### src/design/smpq_pkg.sv
// shared types and constants for the stable min priority queue
package smpq_pkg;

    localparam int DEF_CAPACITY   = 16;
    localparam int DEF_PRIO_BITS  = 16;
    localparam int DEF_VALUE_BITS = 16;
    localparam int REQ_BITS       = 2;
    localparam int STATUS_BITS    = 2;

    typedef enum logic [REQ_BITS-1:0] {
        REQ_INSERT = 2'd0,
        REQ_REMOVE = 2'd1,
        REQ_QUERY  = 2'd2
    } req_t;

    typedef enum logic [STATUS_BITS-1:0] {
        ST_OK    = 2'd0,
        ST_EMPTY = 2'd1,
        ST_FULL  = 2'd2
    } status_t;

    // per-cycle command broadcast along the cell chain
    typedef struct packed {
        logic ins;
        logic rem;
    } smpq_ctl_t;

endpackage

### src/design/stable_min_priority_queue.sv
// Sorted priority queue built as a row of CAPACITY cells; the head sits in cell 0 and
// equal priorities leave in arrival order. One request is taken per clock cycle: every
// cell compares its priority with the new one and shifts, loads or holds in that same
// cycle, and the result sits in an output register, so a new request is taken whenever
// that register is empty or being drained. Remove on empty and insert on full leave the
// queue unchanged and report it in status. No clearing pass is needed after reset.
module stable_min_priority_queue #(
    parameter int CAPACITY   = smpq_pkg::DEF_CAPACITY,
    parameter int PRIO_BITS  = smpq_pkg::DEF_PRIO_BITS,
    parameter int VALUE_BITS = smpq_pkg::DEF_VALUE_BITS,
    localparam int CNT_W     = $clog2(CAPACITY + 1),
    localparam int IN_W      = ((VALUE_BITS + PRIO_BITS + 7) / 8) * 8,
    localparam int OUT_RAW   = VALUE_BITS + PRIO_BITS + CNT_W + 1 + smpq_pkg::STATUS_BITS,
    localparam int OUT_W     = ((OUT_RAW + 7) / 8) * 8
) (
    input  logic                          clk,
    input  logic                          rst_n,
    input  logic                          s_axis_tvalid,
    output logic                          s_axis_tready,
    input  logic [IN_W-1:0]               s_axis_tdata,  // item_value, item_priority
    input  logic [smpq_pkg::REQ_BITS-1:0] s_axis_tuser,  // req_type
    output logic                          m_axis_tvalid,
    input  logic                          m_axis_tready,
    // head_value, head_priority, entry_count, is_empty, status
    output logic [OUT_W-1:0]              m_axis_tdata
);
    import smpq_pkg::*;

    logic [CNT_W-1:0]      count_reg;
    logic [CNT_W-1:0]      count_next;
    status_t               status_reg;
    status_t               status_next;
    logic                  out_valid_reg;
    logic                  out_valid_next;
    logic                  accept;
    smpq_ctl_t             ctl;
    logic [VALUE_BITS-1:0] in_value;
    logic [PRIO_BITS-1:0]  in_prio;
    logic                  is_empty;

    logic [VALUE_BITS-1:0] cell_value [CAPACITY];
    logic [PRIO_BITS-1:0]  cell_prio  [CAPACITY];
    logic                  cell_take  [CAPACITY];
    logic                  cell_valid [CAPACITY];

    assign in_value      = s_axis_tdata[VALUE_BITS-1:0];
    assign in_prio       = s_axis_tdata[VALUE_BITS+PRIO_BITS-1:VALUE_BITS];
    assign s_axis_tready = !out_valid_reg || m_axis_tready;
    assign accept        = s_axis_tvalid && s_axis_tready;

    always_comb
    begin
        ctl         = '0;
        count_next  = count_reg;
        status_next = status_reg;
        if (accept)
        begin
            status_next = ST_OK;
            case (s_axis_tuser)
                REQ_INSERT:
                begin
                    if (count_reg == CNT_W'(CAPACITY))
                        status_next = ST_FULL;
                    else
                    begin
                        ctl.ins    = 1'b1;
                        count_next = count_reg + 1'b1;
                    end
                end
                REQ_REMOVE:
                begin
                    if (count_reg == '0)
                        status_next = ST_EMPTY;
                    else
                    begin
                        ctl.rem    = 1'b1;
                        count_next = count_reg - 1'b1;
                    end
                end
                default:
                begin
                    status_next = ST_OK;
                end
            endcase
        end
    end

    always_comb
    begin
        out_valid_next = out_valid_reg;
        if (accept)
            out_valid_next = 1'b1;
        else if (m_axis_tready)
            out_valid_next = 1'b0;
    end

    always_ff @(posedge clk or negedge rst_n)
    begin
        if (!rst_n)
        begin
            count_reg     <= '0;
            status_reg    <= ST_OK;
            out_valid_reg <= 1'b0;
        end
        else
        begin
            count_reg     <= count_next;
            status_reg    <= status_next;
            out_valid_reg <= out_valid_next;
        end
    end

    for (genvar i = 0; i < CAPACITY; i++)
    begin : g_cell
        logic                  l_take;
        logic [VALUE_BITS-1:0] l_value;
        logic [PRIO_BITS-1:0]  l_prio;
        logic [VALUE_BITS-1:0] r_value;
        logic [PRIO_BITS-1:0]  r_prio;

        assign cell_valid[i] = (count_reg > CNT_W'(i));

        if (i == 0)
        begin : g_first
            assign l_take  = 1'b0;
            assign l_value = '0;
            assign l_prio  = '0;
        end
        else
        begin : g_mid
            assign l_take  = cell_take[i-1];
            assign l_value = cell_value[i-1];
            assign l_prio  = cell_prio[i-1];
        end

        // the last slot empties on a remove, its contents no longer count
        if (i == CAPACITY - 1)
        begin : g_last
            assign r_value = '0;
            assign r_prio  = '0;
        end
        else
        begin : g_inner
            assign r_value = cell_value[i+1];
            assign r_prio  = cell_prio[i+1];
        end

        smpq_cell #(
            .VALUE_BITS (VALUE_BITS),
            .PRIO_BITS  (PRIO_BITS)
        ) u_cell (
            .clk         (clk),
            .ctl         (ctl),
            .valid       (cell_valid[i]),
            .new_value   (in_value),
            .new_prio    (in_prio),
            .left_take   (l_take),
            .left_value  (l_value),
            .left_prio   (l_prio),
            .right_value (r_value),
            .right_prio  (r_prio),
            .take        (cell_take[i]),
            .value       (cell_value[i]),
            .prio        (cell_prio[i])
        );
    end

    // the queue only moves on an accepted request, so the head holds while stalled
    assign is_empty      = (count_reg == '0);
    assign m_axis_tvalid = out_valid_reg;
    assign m_axis_tdata  = OUT_W'({status_reg,
                                   is_empty,
                                   count_reg,
                                   is_empty ? {PRIO_BITS{1'b0}}  : cell_prio[0],
                                   is_empty ? {VALUE_BITS{1'b0}} : cell_value[0]});

endmodule

### src/design/smpq_cell.sv
// one slot of the sorted chain: holds an entry and shifts with its neighbours
module smpq_cell #(
    parameter int VALUE_BITS = 16,
    parameter int PRIO_BITS  = 16
) (
    input  logic                  clk,
    input  smpq_pkg::smpq_ctl_t   ctl,
    input  logic                  valid,
    input  logic [VALUE_BITS-1:0] new_value,
    input  logic [PRIO_BITS-1:0]  new_prio,
    input  logic                  left_take,
    input  logic [VALUE_BITS-1:0] left_value,
    input  logic [PRIO_BITS-1:0]  left_prio,
    input  logic [VALUE_BITS-1:0] right_value,
    input  logic [PRIO_BITS-1:0]  right_prio,
    output logic                  take,
    output logic [VALUE_BITS-1:0] value,
    output logic [PRIO_BITS-1:0]  prio
);
    import smpq_pkg::*;

    logic [VALUE_BITS-1:0] value_reg;
    logic [VALUE_BITS-1:0] value_next;
    logic [PRIO_BITS-1:0]  prio_reg;
    logic [PRIO_BITS-1:0]  prio_next;

    // equal priorities stay ahead of the new entry
    assign take  = !valid || (prio_reg > new_prio);
    assign value = value_reg;
    assign prio  = prio_reg;

    always_comb
    begin
        value_next = value_reg;
        prio_next  = prio_reg;
        if (ctl.ins && take)
        begin
            if (left_take)
            begin
                value_next = left_value;
                prio_next  = left_prio;
            end
            else
            begin
                value_next = new_value;
                prio_next  = new_prio;
            end
        end
        else if (ctl.rem)
        begin
            value_next = right_value;
            prio_next  = right_prio;
        end
    end

    always_ff @(posedge clk)
    begin
        value_reg <= value_next;
        prio_reg  <= prio_next;
    end

endmodule

### config.mk
export PLATFORM = sky130hd
export DESIGN_NAME = stable_min_priority_queue
export DESIGN_NICKNAME = d
export VERILOG_FILES = /design/src/design/smpq_pkg.sv /design/src/design/stable_min_priority_queue.sv /design/src/design/smpq_cell.sv
export SDC_FILE = /design/constraint.sdc
export NUM_CORES = 1
export LEC_CHECK = 0
export CELL_PAD_IN_SITES_DETAIL_PLACEMENT = 2
export CELL_PAD_IN_SITES_GLOBAL_PLACEMENT = 2
export CORE_MARGIN = 5
export CORE_UTILIZATION = 44
export CTS_CLUSTER_SIZE = 12
export DETAILED_ROUTE_END_ITERATION = 10
export DONT_BUFFER_PORTS = 1
export PLACE_DENSITY_LB_ADDON = 0.2
export SKIP_LAST_GASP = 1
export SYNTH_ARGS = -nofsm -noshare
export SYNTH_HDL_FRONTEND = slang
export SYNTH_SLANG_ARGS = --single-unit
### constraint.sdc
create_clock -name clk -period 5.3 [get_ports clk]
set_input_delay 0.53 -clock clk [delete_from_list [all_inputs] [get_ports clk]]
set_output_delay 0.53 -clock clk [all_outputs]
set_load 0.05 [all_outputs]
# Yosys cells after proc, flatten, opt, wreduce, memory -nomap -nowiden
# Cells that the tools add are included.
[classes]
reduce_logical = 72
eq_ne = 4
add_sub_neg = 2
mux = 108
n_lt_le_gt_ge = 32
[ops]
columns = ["operator", "count"]
rows = [
  ["two-way mux 16 bit", 95],
  ["greater-than comparator 16 bit", 16],
  ["greater-than comparator 5 x 4 -> 1 bit, second input constant", 8],
  ["nonzero test 2 bit", 18],
  ["greater-than comparator 5 x 3 -> 1 bit, second input constant", 4],
  ["logical AND 1 bit", 17],
  ["logical NOT 1 bit", 17],
  ["logical OR 1 bit", 17],
  ["greater-than comparator 5 x 1 -> 1 bit, second input constant", 2],
  ["greater-than comparator 5 x 2 -> 1 bit, second input constant", 2],
  ["two-way mux 5 bit", 2],
  ["one-hot mux 5 bit (2 select lines)", 1],
  ["two-way mux 1 bit", 7],
  ["adder 5 x 1 -> 5 bit, second input constant", 1],
  ["== test 5 bit, second input constant", 1],
  ["logical NOT 5 bit", 1],
  ["subtractor 5 x 1 -> 5 bit, second input constant", 1],
  ["two-way mux 2 bit", 2],
  ["inequality test 2 bit, second input constant", 2],
  ["one-hot mux 2 bit (2 select lines)", 1],
  ["AND reduction 4 bit", 1],
  ["== test 2 x 1 -> 1 bit, second input constant", 1],
  ["logical NOT 2 bit", 1],
]
[word_totals]
output_inout_bits = 42
input_bits = 38
elab_cells = 253
register_bits = 520

# Longest topological paths before layout
# Gate-level depths: netlist of the first run.
[logic_depth]
depth_word = 6
ltp_mapped = 13

# By module
# Synthesis of the first run repeated with hierarchy kept, for this count alone.
[unflattened]
cells_unflattened = 3245
hier_area_um2 = 38675.8
[by_module_without_submodules]
columns = ["mod", "area_each_um2", "n_inst", "cells_each"]
rows = [
  ["smpq_cell (g_cell[0].u_cell ...)", 2297.2, 15, 184],
  ["smpq_cell (g_cell[9].u_cell)", 3300.7, 1, 361],
  ["stable_min_priority_queue", 917.1, 1, 124],
]

# Worst setup path after synthesis of the first run
# Ideal clock, no wire load.
[synth_path]
path_type = "input-to-reg"
startpoint = "input s_axis_tdata[30]"
endpoint = "register g_cell[10].u_cell.prio_reg[0], enable pin"
t_arrival_ns = 5.007
cell_stages = 11
n_path_buf = 3
path_slack_ns = -0.173
path_cell_list = "clkbuf_1 inv_1 ha_1 nand4_1 nor4_1 o21ai_0 o211a_1 or2_2 clkbuf_1 clkbuf_1 o21ai_0"
[synth_between]
elab_chain_cells = 4
[synth_lines]
columns = ["item", "line", "text"]
rows = [
  ["start: declaration", "stable_min_priority_queue.sv:20", "input logic [IN_W-1:0] s_axis_tdata,"],
  ["greater-than comparator 16 bit", "smpq_cell.sv:28", "assign take = !valid || (prio_reg > new_prio);"],
  ["logical OR 1 bit", "smpq_cell.sv:28", ""],
  ["logical AND 1 bit", "smpq_cell.sv:36", "if (ctl.ins && take)"],
  ["nonzero test 2 bit (no line)", "-", ""],
  ["end signal: assignment", "smpq_cell.sv:59", "prio_reg <= prio_next;"],
  ["end: declaration", "smpq_cell.sv:24", "logic [PRIO_BITS-1:0] prio_reg;"],
]
# No other way between the ends.
# A chain may end at the register's enable or synchronous reset.

# Final worst setup path of the first run
[layout_path]
startpoint = "register count_reg[2]"
endpoint = "register g_cell[2].u_cell.value_reg[0], data pin"
[layout_between]
elab_chain_cells = 6
word_cells_on_any_way = 13
classes_between = "order compare: 2; eq/ne: 1; mux: 5; reduce/logical: 5"
[layout_lines]
columns = ["item", "line", "text"]
rows = [
  ["start: declaration", "stable_min_priority_queue.sv:29", "logic [CNT_W-1:0] count_reg;"],
  ["start signal: assignment", "stable_min_priority_queue.sv:107", "count_reg <= count_next;"],
  ["branches (longest 5 deep; another with greater-than comparator 5 x 1 -> 1 bit)", "-", ""],
  ["two-way mux 16 bit (*)", "smpq_cell.sv:36", ""],
  ["via g_cell[2].u_cell.value_next[0]", "smpq_cell.sv:23", "logic [VALUE_BITS-1:0] value_next;"],
  ["end signal: assignment", "smpq_cell.sv:58", "value_reg <= value_next;"],
  ["end: declaration", "smpq_cell.sv:22", "logic [VALUE_BITS-1:0] value_reg;"],
]
# Mark *: on every way through the listed nets, which the timed path passes.

==> flow_summary.toml, run 1 <==
[global_routing]
grt_max_degree = 65
grt_pass1_vias = 27670
grt_overflow = 0
grt_pass1_wl_um = 170000
antenna_found_initial = 1
grtUsageTotal = 0.2643

[clock_network]
cts_tree = "done"
htreeDepth = 2
clk_pin_slew_worst_paths_ns = 0.06
clkSinkCount = 520
clock_latency_ns = 0.65
cts_buffers = 60
cts_resized = 0
cts_buffer_depth = 3
root_buffer = "clkbuf_16"

[logic_synthesis]
yosysTopAreaCell = "edfxtp_1"
yosys-top-cells-area = "edfxtp_1, mux2i_1, ha_1"
syn-num-nets = 3386
synth.ff_latch_count = 520
seq_area_frac_synth = 0.4748
ys_async_sr_fraction = 0.01538
synthMuxAreaShare = 0.1573
synth_top_family_by_area = "multiplexers"
synth_edf_count = 512
avgSynthCellArea_um2 = 10.63
synth_cells = 3087
synth-xor-area-share = 0.001335
syn_area_mm2 = 0.03280
synthDistinctLibCells = 66
yosys_warnings = 0
synth_compound_area_frac = 0.1263
synthAdderAreaFrac = 0.09955
netlist.area_leader.share = 0.4687
synth_ff_type = "edfxtp_1"
synthSimpleGateAreaFrac = 0.1068

[floorplanning]
io_pins = 80
die_h_um = 283.0
die-area_mm2 = 0.08011
fp-row-count = 100
die_x_um = 283.0
core_mm2 = 0.07420
initial_core_util = 0.4421

[hold_path]
min_path_type = "in2reg"

[placed_design]
portBuffers = 0
dp_hpwl_um = 80810
gp_congestion = 0.8684

[sta]
hold_viol = 0
max_freq_mhz = 231.0
slew_headroom = 0.2622
clock-skew-final_ns = 0.01889
holdWs_ns = 0.1126
tightest_slew_ns = 1.103
setup_viol = 0
tns_ns = 0
slew_viol_final = 0
grt_setup_unrepaired = "no"
fin_crit_sh = 0.8167
finalCriticalPeriod_ns = 4.329

[cells_and_area]
nets = 3303
final_cell_mix = "edfxtp_1, mux2i_1, nand2_1"
drive_above_1_share = 0.1027
synthToLayoutAreaGrowth_pct = 9.112
fin_util = 0.4824
fill_cells = 7417
mostFrequentLayoutCell = "edfxtp_1"

[critical_path]
path_max_fanout = 21
cp.arrival_ns = 4.66
worst-setup-path-type = "reg2reg"
cp_data_required_time_ns = 5.63
cp-start-kind = "flip-flop"
endpoint_kind = "flip-flop"

[detailed_routing]
wl_per_cell_um = 27.43
drcViolationCount = 0
viasPerCell = 6.189
dr_total_vias = 24880
postRouteWirelength_um = 110200
drt_iter0_drc = 1488
drtAntennaViolNets = 0
drt_first_pass_iters = 5

[power]
p_leak_nw = 13.88
power.share.clock = 0.285
seqPwrFrac = 0.379
p_sw_frac = 0.3650
power.density_mw_per_mm2 = 404.7
vdd_drop_max_uv = 242.9
p_sw_w = 0.005287
internal-power_w = 0.009199
pwr-share-comb = 0.336

[run_status]
status = "complete, no violations"

[job]
cap_viol_max_count = 0
## per-stage QoR
| step | std cells | setup slack, ns | total power (W) | area [um2] |
|---|---|---|---|---|
| after floorplan | 3087 | 0.03909 | 0.008959 | 32800 |
| after global placement | 3907 | 1.090 | 0.01005 | 33870 |
| after global routing | 4018 | 0.8173 | 0.01514 | 35790 |
| after CTS | 4018 | 0.9649 | 0.01456 | 35790 |
| final | 4019 | 0.9713 | 0.01449 | 35790 |
| after detailed placement | 3907 | 0.8748 | 0.01037 | 33870 |
## cell usage after synthesis (17+ instances only)
cell type	n
buf_2	55
nor2_1	290
a21o_1	17
mux2_1	29
mux2_2	112
a21oi_1	281
nand2_1	331
o21ai_0	264
o31ai_1	17
mux2i_1	357
and2_1	35
inv_1	44
nor2b_1	17
a31oi_1	37
a221oi_1	33
edfxtp_1	512
nand4_1	51
ha_1	261
clkbuf_1	151
## cell families (layout without fill, tap and decap cells)
| family | after synthesis | in the layout |
|---|---|---|
| xor gates and xnor gates | 5 | 5 |
| DFF | 520 | 520 |
| buffers and inverters | 268 | 230 |
| muxes | 498 | 498 |
| adders and majority gates | 261 | 261 |
| other | 0 | 1 |
| and+or+nand+nor | 808 | 808 |
| AOI/OAI and AO/OA | 727 | 727 |
## final cells by class
class | instances | area, um2 | share of cell area
Antenna cell | 1 | 2.502 | 0.00006991
Clock buffer | 70 | 1560 | 0.04359
Clock inverter | 37 | 321.6 | 0.008984
Inverter | 44 | 165.2 | 0.004614
Multi-Input combinational cell | 2299 | 16320 | 0.4558
Sequential cell | 520 | 15570 | 0.4351
Tap cell | 969 | 1212 | 0.03387
Timing Repair Buffer | 79 | 640.6 | 0.01790
## path summary, 6_finish.rpt
| path | from | to | slack [ns] | depth (start not counted) |
|---|---|---|---|---|
| max | count_reg[2] | g_cell[2].u_cell.value[0] | 0.97 | 8 |
| min | s_axis_tvalid | status_reg[1] | 0.11 | 2 |
| max reg2reg | count_reg[2] | g_cell[2].u_cell.value[0] | 0.97 | 8 |
| min reg2reg | g_cell[15].u_cell.value[1] | g_cell[14].u_cell.value[1] | 0.56 | 2 |
| max in group asynchronous | rst_n | count_reg[3] | 4.73 | 1 |
| min in group asynchronous | rst_n | status_reg[1] | 0.27 | 1 |
## power groups by stage
stage                     Combinational (W)  Sequential, W  Clock, W
after global routing                0.00523        0.00552   0.00439
after CTS                           0.00488        0.00548   0.00420
after floorplan                     0.00356        0.00540         0
after detailed placement            0.00482        0.00555         0
after global placement              0.00453        0.00551         0
final                               0.00487        0.00549   0.00413
## timing repair
item                      CTS  global route
hold buffers                4             0
hold endpoints to repair   11             0
setup buffers               0             0
## worst max-delay path: stages (launching register included)
cell       delay (ns)
dfrtp_1          1.06
nor3_1           0.22
nor2b_1          0.26
a2111oi_0        0.69
o211ai_1         0.29
nand2_2          0.42
buf_4            0.46
mux2i_1          0.39
o21ai_0          0.19
## routing by layer
| metal | wire, um | global-route usage | up-vias |
|---|---|---|---|
| met5 | 12 | 0 | - |
| met1 | 48510 | 0.3409 | 12890 |
| met2 | 54380 | 0.4657 | 473 |
| met4 | 3492 | 0.08265 | 2 |
| li1 | - | - | 11330 |
| met3 | 3827 | 0.03328 | 181 |
No activity file was read; power rests on OpenSTA's default activity.
==> run 2, diff against run 1 <==
- CORE_UTILIZATION: 44 -> 40
- clock period: 5.3 -> 3.74 ns (I/O delays scaled with it)
==> run 2 against run 1 <==
Net effect:
- clock power increased by 33%
- register-to-register slack lost 0.85 ns
- maximum frequency grew 20%
- global-route usage is 1.2 points lower
- power grew 42%
- core utilization decreased by 3.2 points
- die area up 9.6%
- worst hold slack lost 0.081 ns
- sequential power rose by 40%
- worst setup slack worse by 0.85 ns
- first-iteration DRC count up 20%
- critical path type unchanged
- largest power group unchanged
- highest routed layer unchanged
==> flow_summary.toml, run 2 (synthesized netlist as in run 1, its figures left out) <==
[hold_path]
hold_depth = 2
min_path_type = "in2reg"

[sta]
finalCriticalPeriod_ns = 3.618
clock-skew-final_ns = 0.03011
setup_viol = 0
tightest_slew_ns = 1.193
fin_crit_sh = 0.9674
slew_headroom = 0.2027
grt_setup_unrepaired = "no"
max_freq_mhz = 276.4
slew_viol_final = 0
hold_viol = 0

[cells_and_area]
drive_above_1_share = 0.1125
nets = 3378
multiInputGateArea_mm2 = 0.01634
fin_util = 0.4502
ff_latch_area_mm2 = 0.01557
final_area_mm2 = 0.03679
mostFrequentLayoutCell = "edfxtp_1"
final_cell_mix = "edfxtp_1, mux2i_1, nand2_1"
synthToLayoutAreaGrowth_pct = 12.15
diodes = 0
fill_cells = 8288

[clock_network]
clk_pin_slew_worst_paths_ns = 0.06
htreeDepth = 2
clock_latency_ns = 0.65
clkSinkCount = 520
cts_buffer_depth = 3
root_buffer = "clkbuf_16"
cts_buffers = 59
cts_tree = "done"

[floorplanning]
initial_core_util = 0.4014
core_mm2 = 0.08172
die-area_mm2 = 0.08784
die_h_um = 296.4
fp-row-count = 105
io_pins = 80
die_x_um = 296.4

[detailed_routing]
drcViolationCount = 0
drtAntennaViolNets = 0
wl_per_cell_um = 27.11
drt_iter0_drc = 1781
drt_first_pass_iters = 5
dr_total_vias = 25240
viasPerCell = 6.022
postRouteWirelength_um = 113600

[global_routing]
grt_overflow = 0
grt_pass1_wl_um = 172100
grt_pass1_vias = 27640
grt_max_degree = 65
grtUsageTotal = 0.2519
antenna_found_initial = 7

[placed_design]
place_area_mm2 = 0.03465
dp_hpwl_um = 80230
portBuffers = 0
gp_congestion = 0.8478

[run_status]
status = "complete, no violations"

[critical_path]
r2r_start = "count_reg[1]"
reg2reg_to = "g_cell[1].u_cell.value[10]"
cp_data_required_time_ns = 4.12
reg2regPathDepth = 9
cp.arrival_ns = 4.00
crit_path_end = "g_cell[1].u_cell.value[10]"
worst-setup-path-type = "reg2reg"
cp-start-kind = "flip-flop"
crit_start = "count_reg[1]"
path_max_fanout = 50
endpoint_kind = "flip-flop"
r2r_slack_ns = 0.12

[power]
vdd_drop_max_uv = 328.5
power.density_mw_per_mm2 = 558.2
p_leak_nw = 14.26

[job]
cap_viol_max_count = 0
==> run 2: cell count changes in the layout (fill, tap and decap cells not counted), moves of 3 or more <==
cell	previous run	this run
clkbuf_1	9	15
buf_4	72	87
nand2_1	327	323
clkinv_2	12	5
nand2_2	4	8
bufinv_16	5	2
dlygate4sd3_1	4	38
buf_12	3	29
==> run 2: worst max-delay path, stage by stage (launching register included) <==
cell and delay [ns]:
dfrtp_1 0.55, inv_1 0.15, ha_1 0.22, o21ba_2 0.30
nor2b_1 0.15, a2111oi_1 0.77, o211ai_1 0.32, nand3_2 0.43
buf_12 0.27, o21ai_0 0.16
==> run 2: repair_timing <==
action                                 in CTS  in global routing
hold buffers                               38                  0
gates resized for setup                     0                  3
buffers inserted                            0                  0
endpoints found under the hold margin     123                  0
setup endpoints to repair                   0                 86
==> run 2: worst min-delay path by stage <==
stage	start	endpoint	slack, ns
floorplan	rst_n	count_reg[0]	0.08
global placement	rst_n	status_reg[0]	0.08
detailed placement	rst_n	status_reg[0]	0.08
CTS	s_axis_tdata[18]	g_cell[5].u_cell.prio[2]	0.00009
global route	s_axis_tdata[12]	g_cell[11].u_cell.value[12]	0.02
finish	s_axis_tdata[23]	g_cell[1].u_cell.prio[7]	0.03
==> run 2: per-layer routing <==
metal / GRT usage / vias to the layer above / routed length (um)
met5: 0 / - / 8
met4: 0.05748 / 2 / 2523
met3: 0.02845 / 143 / 5322
met2: 0.4238 / 586 / 53280
met1: 0.3532 / 13010 / 52500
li1: - / 11500 / -
==> run 2: through the flow <==
| stage | setup slack, ns | total power (W) | hold WS [ns] | setup TNS [ns] | instances |
|---|---|---|---|---|---|
| 2_1_floorplan | -0.2091 | 0.01269 | 0.07841 | -10.04 | 3087 |
| 3_3_place_gp | -0.05568 | 0.01457 | 0.07873 | -2.229 | 4050 |
| 3_5_place_dp | -0.07890 | 0.01501 | 0.07865 | -1.957 | 4050 |
| 4_1_cts | 0.005666 | 0.02066 | 0.00009265 | 0 | 4191 |
| 5_1_grt | 0.01056 | 0.02148 | 0.01716 | 0 | 4191 |
| 6_report | 0.1218 | 0.02054 | 0.03163 | 0 | 4191 |
==> run 2: cell type report <==
class,count,area share
multi-input cells,2299,0.4441
well taps,1070,0.03639
repair buffers,155,0.04418
clock buffers,74,0.04166
flip-flops and latches,520,0.4233
inverters,44,0.004489
clock inverters,29,0.005850
==> run 2: power by group <==
group	leakage, nW	internal (W)	switching (W)
sequential	4.80	0.00719	0.000467
combinational	8.61	0.00284	0.00453
clock	0.844	0.00301	0.00250
total	14.3	0.0130	0.00750
==> run 3, diff against run 2 <==
- CORE_ASPECT_RATIO: unset -> 0.9
==> run 3 against run 2 <==
Net effect:
- maximum frequency increased by 1.7%
- routed wire length is 3.0% higher
- largest cell class unchanged
- sequential share of layout area fell by 0.20 points
==> flow_summary.toml, run 3 (synthesized netlist as in run 1, its figures left out) <==
[sta]
grt_setup_unrepaired = "no"
slew_headroom = 0.2192
setup_viol = 0
clock-skew-final_ns = 0.02105
finalCriticalPeriod_ns = 3.557
tns_ns = 0
fin_crit_sh = 0.9510
max_freq_mhz = 281.2
slew_viol_final = 0
hold_viol = 0
tightest_slew_ns = 1.168
holdWs_ns = 0.02644

[hold_path]
min_path_type = "in2reg"

[critical_path]
crit_start = "count_reg[1]"
cp-start-kind = "flip-flop"
r2r_slack_ns = 0.26
worst-setup-path-type = "reg2out"
cp_data_required_time_ns = 3.37
endpoint_kind = "primary output"
r2r_start = "count_reg[0]"
crit_path_end = "m_axis_tdata[16]"
cp.arrival_ns = 3.18
path_max_fanout = 46
reg2regPathDepth = 8
reg2reg_to = "g_cell[4].u_cell.value[10]"

[global_routing]
grt_pass1_vias = 27770
grtUsageTotal = 0.2583
grt_pass1_wl_um = 177200
grt_overflow = 0
grt_max_degree = 65
antenna_found_initial = 2

[cells_and_area]
final_cell_mix = "edfxtp_1, mux2i_1, nand2_1"
mostFrequentLayoutCell = "edfxtp_1"
diodes = 0
synthToLayoutAreaGrowth_pct = 12.69
fill_cells = 8235
drive_above_1_share = 0.1170
final_cells = 4196
final_area_mm2 = 0.03697
nets = 3392

[clock_network]
cts_tree = "done"
root_buffer = "clkbuf_16"
cts_setup_buffers = 0
cts_buffer_depth = 3
clk_pin_slew_worst_paths_ns = 0.07
clkSinkCount = 520
htreeDepth = 2
cts_buffers = 61
clock_latency_ns = 0.65

[floorplanning]
die_h_um = 281.7
io_pins = 80
die-area_mm2 = 0.08785
initial_core_util = 0.4037
die_x_um = 311.9
core_mm2 = 0.08126
fp-row-count = 99

[power]
power.total_w = 0.02096
p_leak_nw = 14.38
power.density_mw_per_mm2 = 567.1
vdd_drop_max_uv = 397.3

[detailed_routing]
wl_per_cell_um = 27.89
drtAntennaViolNets = 0
drcViolationCount = 0
dr_total_vias = 25630
drt_first_pass_iters = 5
postRouteWirelength_um = 117000
drt_iter0_drc = 2096
viasPerCell = 6.108

[placed_design]
dp_cells = 4049
dp_hpwl_um = 80790
gp_congestion = 0.8583
place_area_mm2 = 0.03465
portBuffers = 0

[run_status]
status = "complete, no violations"

[job]
cap_viol_max_count = 0
-- run 3: cell count changes in the layout (fill, tap and decap cells not counted), moves of 3 or more --
cell,previous run,this run
clkbuf_1,15,8
buf_4,87,100
buf_12,29,25
dlygate4sd3_1,38,41
clkinv_2,5,10
bufinv_16,2,6
-- run 3: stage by stage --
step,worst slack (ns),util
floorplan,-0.2091,-
finish,0.1833,0.4549
detailed placement,0.09362,0.4265
global route,0.03736,0.4549
global placement,0.1578,0.4265
CTS,0.02937,0.4549
-- run 3: per-layer routing --
layer | vias to the layer above | share of wire | global-route usage
met4 | 0 | 0.022 | 0.05913
met2 | 657 | 0.46 | 0.4278
met3 | 148 | 0.051 | 0.03381
met5 | - | 0 | 0
li1 | 11520 | - | -
met1 | 13300 | 0.47 | 0.3654
-- run 3: worst min path at each step --
stage                     start                         end  slack [ns]  cells after the start
6_report       s_axis_tdata[27]  g_cell[15].u_cell.prio[11]        0.03                      2
4_1_cts         s_axis_tdata[0]   g_cell[5].u_cell.value[0]     0.00003                      2
3_3_place_gp              rst_n               status_reg[0]        0.08                      0
2_1_floorplan             rst_n                count_reg[0]        0.08                      0
3_5_place_dp              rst_n               status_reg[0]        0.08                      0
5_1_grt        s_axis_tdata[31]   g_cell[1].u_cell.prio[15]       0.003                      2
-- run 3: cell type report --
class                           instances  area [um2]  share of cell area
Inverter                               44       165.2            0.004468
Clock inverter                         37       341.6            0.009240
Sequential cell                       520       15570              0.4213
Clock buffer                           69        1556             0.04211
Multi-Input combinational cell       2299       16330              0.4417
Tap cell                             1060        1326             0.03588
Timing Repair Buffer                  167        1673             0.04525
-- run 3: where the power goes --
group | internal [W] | switching (W) | total, W
combinational | 0.00283 | 0.00455 | 0.00738
clock | 0.00337 | 0.00255 | 0.00592
sequential | 0.00719 | 0.000478 | 0.00767
-- run 3: critical path: stages, from the launching register on --
cell and delay, ns:
dfrtp_1 0.42, buf_4 0.19, inv_1 0.12, ha_1 0.21
nor3b_1 0.44, nand2_2 0.30, inv_2 0.14, buf_6 0.41
nor2_1 0.09, buf_4 0.20
-- run 3: repair_timing --
item | in CTS | in global routing
hold buffers | 41 | 0
endpoints found under the hold margin | 138 | 0
resized for setup | 0 | 1
setup endpoints to repair | 0 | 1
